==> src/rtl/core/dswg_pkg.sv <==
// ----------------------------------------------------------------------------
// dswg_pkg: shared types and constants
// Widths, coefficients, register indexes and pipeline payloads of the
// duty-shaped waveform generator.
// ----------------------------------------------------------------------------
package dswg_pkg;

  localparam int PHASE_BITS  = 16;
  localparam int SAMPLE_BITS = 16;
  localparam int FRAC_BITS   = SAMPLE_BITS - 1;

  // Warped angle is Q0.32, the polynomial runs in Q30.
  localparam int ANGLE_BITS = 32;
  localparam int Q_FRAC     = 30;
  localparam int VAL_BITS   = 32;

  // Long division: one leading compare, then STEPS shifted-in bits.
  localparam int STEPS      = ANGLE_BITS - 1;
  localparam int DIV_STAGES = 8;
  localparam int DIV_STEPS  = ANGLE_BITS / DIV_STAGES;

  // Triangle quotient is scaled up by TRI_SHIFT so it shares the divider.
  localparam int TRI_SHIFT = ANGLE_BITS - 1 - SAMPLE_BITS;
  localparam int TMAG_BITS = ANGLE_BITS - TRI_SHIFT;

  localparam int RND_SHIFT   = Q_FRAC - FRAC_BITS;
  localparam int POLY_STAGES = 11;

  localparam int CFG_INDEX_BITS = 4;
  localparam int CFG_DATA_BITS  = PHASE_BITS;

  localparam logic [CFG_INDEX_BITS-1:0] CFG_DUTY = CFG_INDEX_BITS'(0);
  localparam logic [CFG_INDEX_BITS-1:0] CFG_KIND = CFG_INDEX_BITS'(1);

  localparam logic [PHASE_BITS-1:0]  DUTY_RESET = PHASE_BITS'(1) << (PHASE_BITS - 1);
  localparam logic [SAMPLE_BITS-1:0] SAMPLE_MAX = {1'b0, {FRAC_BITS{1'b1}}};
  localparam logic [SAMPLE_BITS-1:0] SAMPLE_MIN = {1'b1, {FRAC_BITS{1'b0}}};

  // Odd Taylor-like coefficients of sin(pi/2 * u), Q30.
  localparam logic signed [VAL_BITS-1:0] SIN_C1 = 32'sd1686629713;
  localparam logic signed [VAL_BITS-1:0] SIN_C3 = -32'sd693598668;
  localparam logic signed [VAL_BITS-1:0] SIN_C5 = 32'sd85569306;
  localparam logic signed [VAL_BITS-1:0] SIN_C7 = -32'sd5026995;
  localparam logic signed [VAL_BITS-1:0] SIN_C9 = 32'sd172272;

  typedef enum logic [1:0] {
    WAVE_SINE   = 2'd0,
    WAVE_SQUARE = 2'd1,
    WAVE_TRI    = 2'd2
  } wave_kind_t;

  typedef logic [PHASE_BITS-1:0]         phase_t;
  typedef logic signed [SAMPLE_BITS-1:0] sample_t;

  // Side information that rides along with the divider.
  typedef struct packed {
    wave_kind_t kind;
    logic       second;   // sine: second half wave; triangle: negative half
    sample_t    sq;       // square sample, settled at entry
  } tag_t;

  typedef struct packed {
    logic [PHASE_BITS-1:0] rem;   // holds the numerator before the first step
    logic [PHASE_BITS-1:0] den;
    logic [STEPS-1:0]      low;   // dividend bits still to shift in
    logic [ANGLE_BITS-1:0] quo;
    tag_t                  tag;
  } div_state_t;

  typedef struct packed {
    logic [Q_FRAC:0]   u;
    logic [Q_FRAC:0]   u2;
    logic              vneg;
    logic [VAL_BITS-1:0] val;
    logic              neg;
    logic              is_sine;
    sample_t           alt;
  } poly_t;

  function automatic logic signed [VAL_BITS-1:0] coef_for_stage(input int k);
    logic signed [VAL_BITS-1:0] c;
    case (k)
      2:       c = SIN_C7;
      4:       c = SIN_C5;
      6:       c = SIN_C3;
      8:       c = SIN_C1;
      default: c = SIN_C9;
    endcase
    return c;
  endfunction

endpackage

==> src/rtl/core/dswg_div.sv <==
// ----------------------------------------------------------------------------
// dswg_div: pipelined restoring divider
// Produces a 32-bit quotient, DIV_STEPS quotient bits per stage, with the
// tag carried alongside.
// ----------------------------------------------------------------------------
module dswg_div import dswg_pkg::*; (
  input  logic       clk,
  input  logic       rst_n,
  input  logic       in_valid,
  output logic       in_ready,
  input  div_state_t in_data,
  output logic       out_valid,
  input  logic       out_ready,
  output div_state_t out_data
);

  // First step of the first stage settles the leading quotient bit from
  // the numerator alone; every other step shifts in one dividend bit.
  function automatic div_state_t div_stage(input div_state_t s, input logic first);
    div_state_t          o;
    logic [PHASE_BITS:0] r2;
    logic                ge;
    o = s;
    for (int i = 0; i < DIV_STEPS; i++) begin
      if (first && i == 0) begin
        r2 = {1'b0, o.rem};
      end else begin
        r2    = {o.rem, o.low[STEPS-1]};
        o.low = {o.low[STEPS-2:0], 1'b0};
      end
      ge    = r2 >= {1'b0, o.den};
      r2    = ge ? r2 - {1'b0, o.den} : r2;
      o.rem = r2[PHASE_BITS-1:0];
      o.quo = {o.quo[ANGLE_BITS-2:0], ge};
    end
    return o;
  endfunction

  logic             v_r  [DIV_STAGES];
  div_state_t       st_r [DIV_STAGES];
  logic [DIV_STAGES:0] en;

  assign en[DIV_STAGES] = out_ready;

  for (genvar k = 0; k < DIV_STAGES; k++) begin : g_stage
    logic       v_nxt;
    div_state_t st_nxt;

    if (k == 0) begin : g_first
      assign v_nxt  = in_valid;
      assign st_nxt = div_stage(in_data, 1'b1);
    end else begin : g_next
      assign v_nxt  = v_r[k-1];
      assign st_nxt = div_stage(st_r[k-1], 1'b0);
    end

    // Advance when this stage is empty or its successor moves on.
    assign en[k] = !v_r[k] || en[k+1];

    always_ff @(posedge clk) begin
      if (!rst_n) begin
        v_r[k] <= 1'b0;
      end else if (en[k]) begin
        v_r[k] <= v_nxt;
      end
    end

    always_ff @(posedge clk) begin
      if (en[k]) begin
        st_r[k] <= st_nxt;
      end
    end
  end

  assign in_ready  = en[0];
  assign out_valid = v_r[DIV_STAGES-1];
  assign out_data  = st_r[DIV_STAGES-1];

endmodule

==> config.mk <==
export PLATFORM = sky130hd
export DESIGN_NAME = dswg_div
export DESIGN_NICKNAME = d
export VERILOG_FILES = /design/src/rtl/core/dswg_pkg.sv /design/src/rtl/core/dswg_div.sv
export SDC_FILE = /design/constraint.sdc
export NUM_CORES = 2
export LEC_CHECK = 0
export BUFFER_PORTS_ARGS = -buffer_cell sky130_fd_sc_hd__buf_2
export CORE_MARGIN = 5
export CORE_UTILIZATION = 62
export CTS_CLUSTER_DIAMETER = 200
export DETAILED_ROUTE_END_ITERATION = 10
export PLACE_DENSITY = 0.8
export SETUP_SLACK_MARGIN = 0.5
export SLEW_MARGIN = 20
export SYNTH_ARGS = -nofsm -noshare
export SYNTH_HDL_FRONTEND = slang
export SYNTH_SLANG_ARGS = --single-unit
==> constraint.sdc <==
create_clock -name clk -period 20.1 [get_ports clk]
set_clock_uncertainty 0.15 [all_clocks]
set_input_delay 4.02 -clock clk [delete_from_list [all_inputs] [get_ports clk]]
set_output_delay 4.02 -clock clk [all_outputs]
set_load 0.01 [all_outputs]
# Yosys cells after proc, flatten, opt, wreduce, memory -nomap -nowiden
# Memory sizes are Yosys's and may differ from the RTL's.
# Index checks and enable logic that the tools add are counted.
[word_totals] ramBits=896 in_bits=118 memories=2 output_inout_bits=116 register_bits=0
[mem_list] name="st_r" depth=8 word_bits=111 rd=8 rd_clocked_by_memory_dff=0 wr=8 line="dswg_div.sv:40" source="div_state_t st_r [DIV_STAGES];"
[mem_list] name="v_r" depth=8 word_bits=1 rd=8 rd_clocked_by_memory_dff=0 wr=8 line="dswg_div.sv:39" source="logic v_r [DIV_STAGES];"
[op_classes] n_bitwise=8 mux=73 n_reduce_logical=16 n_addsub=32 n_lt_le_gt_ge=32
[op_table] op="$ge A17 B16 Y1" n=31
[op_table] op="$mux W16" n=32
[op_table] op="$sub A16 B16 Y16" n=32
[op_table] op="$mux W1" n=41
[op_table] op="$ge A16 B16 Y1" n=1
[op_table] op="$logic_not A1 Y1" n=8
[op_table] op="$logic_or A1 B1 Y1" n=8
[op_table] op="$or A1 B1 Y1" n=8

# Logic depth before layout (Yosys ltp)
# An unclocked memory read counts as a cell.
[depth] ltp_word=14 mapped_depth=52 depth_no_buf=48

# Worst setup path before layout
# OpenSTA, ideal clock, no wires.
[synth_timing] path_kind="input-to-reg" startpoint="in in_data[98] in the netlist's numbering" endpoint="mem st_r[0][102] in the netlist's numbering, data pin" n_path_buf=4 t_required_ns=19.690 arrival_time_ns=13.368 path_stages=48 path_slack_ns=6.322 cell_sequence="inv_1 > ha_1 > inv_1 > fa_1 > a211oi_1 > o21ai_1 > nand2_1 > o31ai_4 > a21boi_2 > inv_1 > clkbuf_1 > o21ai_0 > inv_1 > ha_1 > nand2b_1 > a21oi_1 > o21ai_0 > a21oi_1 > [12 not listed] > a211o_1 > nand2_1 > o311ai_0 > clkbuf_1 > a21oi_1 > ha_1 > nor2b_1 > o21ai_0 > a21boi_0 > o21ai_0 > a21oi_1 > a41oi_1 > a21oi_1 > a221o_1 > and2_1 > a311oi_4 > buf_6 > mux2_4"
[synth_lines] element="start, declared" line="dswg_div.sv:11" source="input div_state_t in_data,"
[synth_lines] element="end, declared" line="dswg_div.sv:40"

==> flow_results.org <==
** Outcome
- The flow ran to the end, and the final reports show no timing, DRC or antenna violations.

** Clock tree
- Hold-fix buffers, CTS :: 0
- Post-CTS resize count :: 0
- The H-tree was split into 3 levels.
- TritonCTS clock tree :: done
- Clock latency on the worst-skew pair, taken at its later pin, is approximately 0.65 ns.
- In this run, CTS created clock tree buffers numbering between 70 and 80.
- In this run the post-CTS setup repair buffer count came out at 0.
- # clock sinks :: approximately 670
- Post-CTS clock slew at the launch and capture registers of the worst setup and hold paths :: about 0.06 ns
- The tree is rooted in a sky130_fd_sc_hd__clkbuf_16.
- The longest clock path from root to sink contains 3 buffers.

** Timing
- Worst max-slew margin expressed relative to the limit :: 0.2777
- Count of endpoints failing hold in the final timing report :: 0
- Maximum achievable frequency :: around 66 MHz
- The number of max-slew violations in the final report was 0.
- In the finished design, the share of the clock period the worst path needs comes to 0.7586.
- Setup repair after global routing left no endpoint under its margin.
- Fin Setup TNS :: 0 ns
- After layout, the minimum clock period comes to approximately 15 ns.
- Worst Max-Slew Pin Slew :: 1.083 ns
- Count of final setup violators :: 0

** Global routing
- Antenna violations before repair :: 4
- The number of global-route vias before repair was about 35k.
- In the global route stage, overall resource usage came out at 0.2613.
- Grt total ovfl :: 0
- The first global-routing pass estimated 184.6 mm of wire.
- Entering global routing, the biggest net connects 85 pins.

** Synthesis
- The synthesized design contains around 670 enable-type register cells.
- In the synthesized netlist, the cells that appear most often are sky130_fd_sc_hd__edfxtp_1, sky130_fd_sc_hd__ha_1, sky130_fd_sc_hd__a21oi_1.
- The share of the Yosys chip area taken by registers is 0.4001.
- Dominant cell by count in the synthesized netlist :: sky130_fd_sc_hd__edfxtp_1
- In the synthesized netlist the dominant register cell turns out to be sky130_fd_sc_hd__edfxtp_1.
- The synthesized design contains 672 register bits.
- Post-Synthesis Mean Instance Area :: ~10 µm²
- Cell type with the highest aggregate area in the netlist :: sky130_fd_sc_hd__edfxtp_1
- The Yosys step of the flow raised 0 warnings.
- Share of synthesized flip-flops with an asynchronous set or reset :: 0
- Post-synthesis cell count :: between 4k and 5k
- Of the post-synthesis cell area, the dominant cell type holds 0.3997.
- The number of different library cells used by synthesis comes to between 100 and 150.
- In the post-synthesis netlist, the biggest area contributors are sky130_fd_sc_hd__edfxtp_1, sky130_fd_sc_hd__ha_1, sky130_fd_sc_hd__xnor2_1.
- After synthesis the cells add up to slightly above 0.05 mm².

** Detailed routing
- In this run, the number of DRC markers left after iteration 0 of detailed routing was about 3.2k.
- After detailed routing, the number of remaining DRC violations is 0.
- Number of detailed-routing iterations run before antenna repair :: 5
- DR vias/cell :: roughly 6.2
- Post-DRT Antenna Nets :: 0
- Wires add up to around 120 mm.
- Routed wirelength normalized by instance count :: roughly 19 µm
- Via count :: 37.27k

** Min path
- Class of the most critical hold timing path :: reg2reg
- For hold timing, the worst endpoint is st_r[1][226].
- Hold path startpoint :: st_r[1][115]
- Cell count of the worst hold path :: 0

** Floorplanning
- The die is around 300 µm wide.
- Chip height :: 295.2 µm
- The die covers around 0.087 mm².
- Number of primary I/O pins :: roughly 230
- Standard cell core area :: about 0.081 mm²
- In this run the core area contains approximately 100 standard-cell rows.
- For this configuration, the core starts out at a cell density of 0.6259.

** Placed design
- Once detailed placement completed, the half-perimeter wirelength came to between 90 and 100 mm.
- Number of buffers added on ports :: 170
- At the end of routability-driven placement, the weighted congestion stood at about 0.97.
- Number of instances in the placed design :: roughly 5.9k

** Setup path
- Max stage delay cell, worst path :: sky130_fd_sc_hd__a311oi_4
- At the worst endpoint, the required time is a little over 20 ns.
- Worst setup path category :: in2reg
- The worst register-to-register path ends at st_r[1][442].
- Max Fanout on Critical Path :: 21
- Worst EP arrival :: ~15 ns
- In this design, the critical path's most frequently occurring cell is sky130_fd_sc_hd__o21ai_0.
- For the worst flop-to-flop path, the logic depth is 46.
- The startpoint identified for the worst register-to-register timing path is st_r[1][302].
- For this run, the slowest stage of the critical path takes just over 0.9 ns.
- Reg-to-reg setup timing slack :: between 6 and 7 ns
- STA classifies the critical path startpoint as an input pin.
- The worst setup path is captured at a flip-flop.

** Flow run
- MaxCap Viol Count :: 0

** Layout
- Leaving out filler cells and counting taps, the final layout contains a little over 6k.
- Number of fill cells in the layout :: 6145
- Area overhead of the layout relative to synthesis :: 7.463%
- In the final layout, the share of cells above drive strength 1 is 0.1246.
- Number of nets at the end of the flow :: 5592
## per-layer routing
metal / track usage / wire, µm / up-vias
li1: - / - / 18174
met1: 0.3616 / 50700 / 17663
met2: 0.4281 / 54530 / 1196
met3: 0.02847 / 7054 / 236
met4: 0.1022 / 4780 / 0
met5: 0 / 0 / -
## worst max-delay path by stage
stage	from	end	slack [ns]	depth (start not counted)
finish	in_data[83]	st_r[0][98]	4.85	46
global route	in_data[83]	st_r[0][98]	3.80	46
global placement	in_data[83]	st_r[0][98]	4.54	46
floorplan	in_data[98]	st_r[0][102]	6.32	48
CTS	in_data[83]	st_r[0][98]	5.03	46
detailed placement	in_data[83]	st_r[0][98]	4.41	46
## metrics by stage
| step | util | hold WS [ns] | cell area, µm² | setup WS, ns |
|---|---|---|---|---|
| floorplan | - | 0.2503 | 50530 | 6.322 |
| global placement | 0.6421 | 0.2503 | 51720 | 4.540 |
| detailed placement | 0.6422 | 0.2545 | 51730 | 4.410 |
| CTS | 0.6725 | 0.2426 | 54170 | 5.030 |
| global route | 0.6726 | 0.2566 | 54170 | 3.804 |
| finish | 0.6726 | 0.2437 | 54180 | 4.852 |
## logic make-up (layout without fill, tap and decap cells)
group / after synthesis / after routing / share of synthesized area
xor+xnor: 375 / 375 / 0.06515
fa+ha+maj: 544 / 544 / 0.1398
flops: 672 / 672 / 0.4001
simple gates: 1132 / 1132 / 0.1106
buf+inv: 542 / 680 / 0.05083
compound gates: 1259 / 1259 / 0.1670
mux: 297 / 297 / 0.06651
other cells: 1 / 32 / 0.00007439
## cell type report
cell class                 instances  area, µm²  share of cell area
clock buffer                      83       1843             0.03402
antenna                            1      2.502          0.00004619
clock inverter                    51      599.3             0.01106
timing repair buffer             195       1042             0.01924
multi-input combinational       3638      27860              0.5142
tap                             1060       1326             0.02448
sequential                       672      20170              0.3723
inverter                         351       1334             0.02462
## registers in the layout (all words and copies together) (netlist names)
name and count:
v_r 8, st_r 664
## cell usage in the layout, fill, tap and decap left out, types with 23 or more instances in the layout
cell	n
sky130_fd_sc_hd__ha_1	512
sky130_fd_sc_hd__xnor2_1	255
sky130_fd_sc_hd__nor2_1	292
sky130_fd_sc_hd__mux2_1	24
sky130_fd_sc_hd__o21ai_0	237
sky130_fd_sc_hd__and3_1	43
sky130_fd_sc_hd__buf_4	24
sky130_fd_sc_hd__conb_1	31
sky130_fd_sc_hd__o21a_1	79
sky130_fd_sc_hd__edfxtp_1	671
sky130_fd_sc_hd__a211oi_1	39
sky130_fd_sc_hd__o21bai_1	50
sky130_fd_sc_hd__mux2_2	192
sky130_fd_sc_hd__a31oi_1	23
sky130_fd_sc_hd__a21o_1	145
sky130_fd_sc_hd__mux2i_1	58
sky130_fd_sc_hd__or3_1	30
sky130_fd_sc_hd__nor3_1	82
sky130_fd_sc_hd__o31a_1	23
sky130_fd_sc_hd__nand3_1	102
sky130_fd_sc_hd__buf_2	170
sky130_fd_sc_hd__clkbuf_16	72
sky130_fd_sc_hd__fa_1	32
sky130_fd_sc_hd__nand2_1	262
sky130_fd_sc_hd__nand2b_1	59
sky130_fd_sc_hd__xor2_1	120
sky130_fd_sc_hd__nor2b_1	72
sky130_fd_sc_hd__inv_1	341
sky130_fd_sc_hd__a21oi_1	367
sky130_fd_sc_hd__nand4_1	83
sky130_fd_sc_hd__o211ai_1	23
sky130_fd_sc_hd__nor4_1	26
## critical path: cells and delay by family
family	cells	cell delay, ns
and+or+nand+nor	9	1.20
AOI/OAI and AO/OA	25	6.92
adders and majority gates	4	1.46
muxes	1	0.43
buffers and inverters	7	1.42
Power is left out: the tool's default activity adds up to more than one toggle a clock period on the data nets, which glitch-free logic cannot reach.
